$ cat config.mk
export PLATFORM = sky130hd
export DESIGN_NAME = pwu_mul
export DESIGN_NICKNAME = d
export VERILOG_FILES = /design/src/hw/rtl/pwu_pkg.sv /design/src/hw/rtl/pwu_mul.sv
export SDC_FILE = /design/constraint.sdc
export NUM_CORES = 2
export LEC_CHECK = 0
export BUFFER_PORTS_ARGS = -buffer_cell sky130_fd_sc_hd__buf_2
export CELL_PAD_IN_SITES_DETAIL_PLACEMENT = 0
export CELL_PAD_IN_SITES_GLOBAL_PLACEMENT = 1
export CORE_MARGIN = 5
export CORE_UTILIZATION = 33
export CTS_BUF_LIST = sky130_fd_sc_hd__clkbuf_4
export CTS_CLUSTER_SIZE = 8
export DETAILED_ROUTE_END_ITERATION = 12
export HOLD_SLACK_MARGIN = 0.08
export PLACE_DENSITY_LB_ADDON = 0.1
export SLEW_MARGIN = 20
export SYNTH_ARGS = -nofsm -noshare
export SYNTH_HDL_FRONTEND = slang
export SYNTH_SLANG_ARGS = --single-unit
$ cat constraint.sdc
create_clock -name i_clk -period 15.6 [get_ports i_clk]
set_input_delay 1.56 -clock i_clk [delete_from_list [all_inputs] [get_ports i_clk]]
set_output_delay 1.56 -clock i_clk [all_outputs]
set_load 0.01 [all_outputs]
$ cat src/hw/rtl/pwu_pkg.sv
package pwu_pkg;

    localparam int MAX_LANDMARKS = 64;
    localparam int MAX_OBS       = 16;
    localparam int ANGLE_BITS    = 16;

    localparam int MARK_AW = $clog2(MAX_LANDMARKS);
    localparam int MARK_CW = $clog2(MAX_LANDMARKS + 1);
    localparam int OBS_AW  = $clog2(MAX_OBS);
    localparam int OBS_CW  = $clog2(MAX_OBS + 1);

    localparam int MUL_W  = 35;
    localparam int PROD_W = 2 * MUL_W;

    localparam logic [56:0] NO_LINK_DIST2 = 57'd655360000000000;
    localparam logic [59:0] TERM_CAP      = 60'd1099511627776;
    localparam logic [20:0] LOG2E_Q20     = 21'd1512775;

    localparam logic [22:0] RANGE_RST = 23'd12800;
    localparam logic [23:0] IVAR_RST  = 24'd364089;
    localparam logic [23:0] NORM_RST  = 24'd53880;

    typedef enum logic [2:0] {
        KIND_ADD_MARK  = 3'd0,
        KIND_ADD_OBS   = 3'd1,
        KIND_WEIGH     = 3'd2,
        KIND_CLR_OBS   = 3'd3,
        KIND_CLR_MARKS = 3'd4
    } t_kind;

    typedef enum logic [1:0] {
        CFG_RANGE = 2'd0,
        CFG_IVX   = 2'd1,
        CFG_IVY   = 2'd2,
        CFG_NORM  = 2'd3
    } t_cfg_idx;

    typedef enum logic [4:0] {
        S_IDLE, S_TRIG_SQ, S_TRIG_Z, S_HORN_M, S_HORN_A, S_HORN_F, S_TRIG_R,
        S_OBS_RD, S_ROT0, S_ROT1, S_ROT2, S_ROT3, S_ROT4,
        S_LM_RD, S_LM_D, S_LM_SQ, S_LM_CMP, S_LINK,
        S_E1, S_E2, S_E3, S_E4, S_E5, S_E6, S_E7, S_E8, S_E9,
        S_FIN, S_POW, S_POW_R, S_OUT
    } t_state;

    // Horner coefficients, Q30
    function automatic logic signed [32:0] horner_k(input logic use_pow, input logic [2:0] idx);
        logic signed [32:0] k;
        k = '0;
        if (use_pow) begin
            unique case (idx)
                3'd0: k = 33'sd744261118;
                3'd1: k = 33'sd257941252;
                3'd2: k = 33'sd59597084;
                3'd3: k = 33'sd10327388;
                3'd4: k = 33'sd1431684;
                default: k = 33'sd165399;
            endcase
        end else begin
            unique case (idx)
                3'd0: k = 33'sd105414357;
                3'd1: k = -33'sd693598668;
                3'd2: k = 33'sd1369108894;
                3'd3: k = -33'sd1286910778;
                default: k = 33'sd705627793;
            endcase
        end
        return k;
    endfunction

    // fold a 32-bit turn angle into plus or minus a quarter turn around zero
    function automatic logic signed [31:0] fold_angle(input logic [31:0] a);
        logic signed [33:0] s;
        s = 34'(signed'(a));
        if (s > 34'sd1073741824)
            s = 34'sd2147483648 - s;
        else if (s < -34'sd1073741824)
            s = -34'sd2147483648 - s;
        return s[31:0];
    endfunction

endpackage

$ cat src/hw/rtl/pwu_mul.sv
module pwu_mul
    import pwu_pkg::*;
(
    input  logic                     i_clk,
    input  logic signed [MUL_W-1:0]  i_a,
    input  logic signed [MUL_W-1:0]  i_b,
    output logic signed [PROD_W-1:0] o_prod
);

    logic signed [PROD_W-1:0] r_prod;

    always_ff @(posedge i_clk) begin
        r_prod <= i_a * i_b;
    end

    assign o_prod = r_prod;

endmodule
==> flow_metrics.py <==
metrics = {
    "outcome": {
        "outcome": "complete, no violations",
    },
    "clock_network": {
        "cts.path.max_buffers": 2,
        "cts_hold_repair.buffers": 0,
        "post_cts.resized_instances": 0,
        "clock-sinks": 70,
        "post-cts-setup-buffers": 0,
        "cts_buf_count": 9,
        "root_buffer": "clkbuf_4",
        "tritoncts_clock_tree": "yes",
        "clk_transition_reported_paths_ps": 140,
        "htreeDepth": 3,
    },
    "detailed_routing": {
        "routed_wl_um": 141000,
        "avgViaCountPerCell": 4.67,
        "wire_per_inst_um": 22.0,
        "detail_route.first_pass.iterations": 7,
        "total_number_of_vias": 29900,
        "drc_errors": 0,
        "drt-initial-drc-count": 1044,
        "final_antenna_net_count": 0,
    },
    "worst_hold_path": {
        "hp-class": "primary input to flip-flop",
    },
    "synth": {
        "ys_warn_count": 0,
        "dominant_combinational_cell_family_by_area_after_synthesis": "adder cells",
        "synthesis.nets": 6260,
        "synthesis.area_per_instance_um2": 9.60,
        "synth.most_common_cell": "fa_1",
        "synth_top_area_share_pct": 58.5,
        "synth_edf_count": 0,
        "post-synth-top-area-cell": "fa_1",
        "primary_flip_flop_cell_chosen_by_synthesis_mapping": "dfxtp_1",
        "synth.area.top_cells": "fa_1, inv_1, and2_1",
        "postSynth.asyncResetShare_pct": 0,
        "simple_gate_share_of_the_synthesized_area_pct": 15.6,
        "synth_xor_area_share_pct": 1.54,
        "syn_area_mm2": 0.0448,
        "ys_ff_latch": 70,
        "post_synth_mux_area_share_pct": 0,
        "synth_sequential_area_ratio_pct": 3.13,
        "postSynthCellCount": 4671,
        "synthAdderAreaFrac_pct": 64.3,
        "synth_compound_gate_area_share_pct": 3.35,
        "post_synth_most_frequent_cells": "fa_1, inv_1, and2_1",
        "synth.distinct_cells": 71,
    },
    "timing": {
        "drv_slew": 0,
        "rsz_0062_raised_after_global_routing": "false",
        "final_min_period_over_clock_period_pct": 65.2,
        "fin_hold_ws_ps": 1680,
        "setup_tns_ps": 0,
        "max_clock_freq_mhz": 98.3,
        "worst_slew_pin_slew_ps": 1080,
        "final_hold_viol_count": 0,
        "final.min_clock_period_ps": 10170,
        "slew-limit-headroom_pct": 28.3,
        "setup_viol": 0,
    },
    "floorplanning": {
        "std_cell_rows": 135,
        "die_area_mm2": 0.143,
        "die_h_um": 379,
        "die_x_um": 379,
        "floorplan.initialDensity_pct": 33.1,
        "core_mm2": 0.135,
        "num_io_pins": 141,
    },
    "global_route": {
        "met1_usage_pct": 24.9,
        "grt_max_degree": 36,
        "grt_pass1_vias": 34900,
        "top_usage_layer": "met2",
        "grt_use_total_pct": 20.5,
        "grtUsageMet2_pct": 40.0,
        "grt.met3_usage_pct": 1.51,
        "overflow": 0,
        "wire_length_of_the_first_global_routing_pass_um": 219000,
        "initial_antenna_violation_count": 12,
    },
    "finish": {
        "area.sequential_mm2": 0.00140,
        "layout_overhead_on_the_synthesized_area_pct": 5.18,
        "multiInputGateArea_mm2": 0.0380,
        "post_layout_nonfiller_instances": 6403,
        "largest_register_ff_count": 70,
        "postLayoutCellArea_mm2": 0.0472,
        "final.fill_count": 14100,
        "layout-drive-gt1-share_pct": 4.70,
        "layout.nets": 6199,
    },
    "place": {
        "dpl.cell_count": 6380,
        "detailed_place.area_mm2": 0.0470,
        "hpwlAfterDp_um": 116000,
        "gpl.final_weighted_congestion": 0.790,
        "port_buffers": 140,
    },
    "run": {
        "max_cap_viol": 0,
    },
    "critical_path": {
        "crit_path_start_kind": "primary input",
        "crit_required_ps": 15990,
        "critical_path_class": "primary input to flip-flop",
        "crit_fanout": 35,
        "data_arrival_time_of_the_critical_path_ps": 10560,
        "crit_path_end_kind": "flip-flop",
    },
}
[layout by cell type, fill, tap and decap left out, drive strengths merged, types with 3 or more instances in the layout]
cell	n
fa	1311
inv	1159
and2	667
nand2	569
ha	207
buf	179
a21oi	76
dfxtp	70
xnor2	54
nor2	53
o21ai	48
a21o	39
xor2	25
nand4	17
nand2b	15
o21bai	12
and3	12
clkbuf	10
o21a	9
nand3	9
diode	8
a31oi	8
o211ai	5
nor2b	5
and4	4
clkinv	4
a211oi	3
a211o	3
or3	3
o31ai	3
[path summary, 6_finish.rpt]
kind | start | end | slack [ps] | cells after the start
worst max-delay path | i_b[2] | o_prod[68] | 5430 | 26
worst min-delay path | i_b[0] | o_prod[0] | 1680 | 2
[routing by layer]
| metal | vias up | part of all wire [%] | routed length, µm |
|---|---|---|---|
| li1 | 13100 | - | - |
| met1 | 16300 | 40 | 55800 |
| met2 | 446 | 56 | 78900 |
| met3 | 98 | 2.4 | 3400 |
| met4 | 4 | 2.0 | 2820 |
| met5 | - | 0.018 | 26 |
[kinds of logic after synthesis]
group                    after synthesis
AO/OA/AOI/OAI                        229
XOR/XNOR                              79
adder cells (fa/ha/maj)             1518
buffers and inverters               1410
flip-flops                            70
AND/OR/NAND/NOR                     1365
[stage by stage]
step | utilization (%) | worst slack [ps]
floorplan | - | 6050
global placement | 34.7 | 4960
CTS | 34.8 | 5400
detailed placement | 34.7 | 4860
finish | 34.9 | 5430
global route | 34.9 | 4980
[cell type report]
type,count,area share [%]
inverters,1159,9.22
multi-input cells,3191,80.7
clock buffers,10,0.159
well taps,1781,4.73
clock inverters,5,0.109
repair buffers,179,2.11
diodes,8,0.0424
flip-flops and latches,70,2.97
[worst max-delay path, stage by stage]
cell     delay, ps
buf_2          520
nand2_1        210
inv_1          160
fa_1           490
fa_1           570
fa_1          1010
inv_1          160
fa_1           880
inv_1          420
fa_1           560
fa_1           520
fa_1           500
inv_1           50
fa_1           470
inv_1           40
ha_1           380
a21o_1         210
a21o_1         170
a21oi_1        220
o21ai_0        110
a221o_1        350
a21o_1         200
a31oi_1        330
o21a_1         190
o21ai_1         70
xor2_1         140
Power is not shown: default switching activity piles up to over one toggle a cycle in this logic, so the estimate is an artifact.
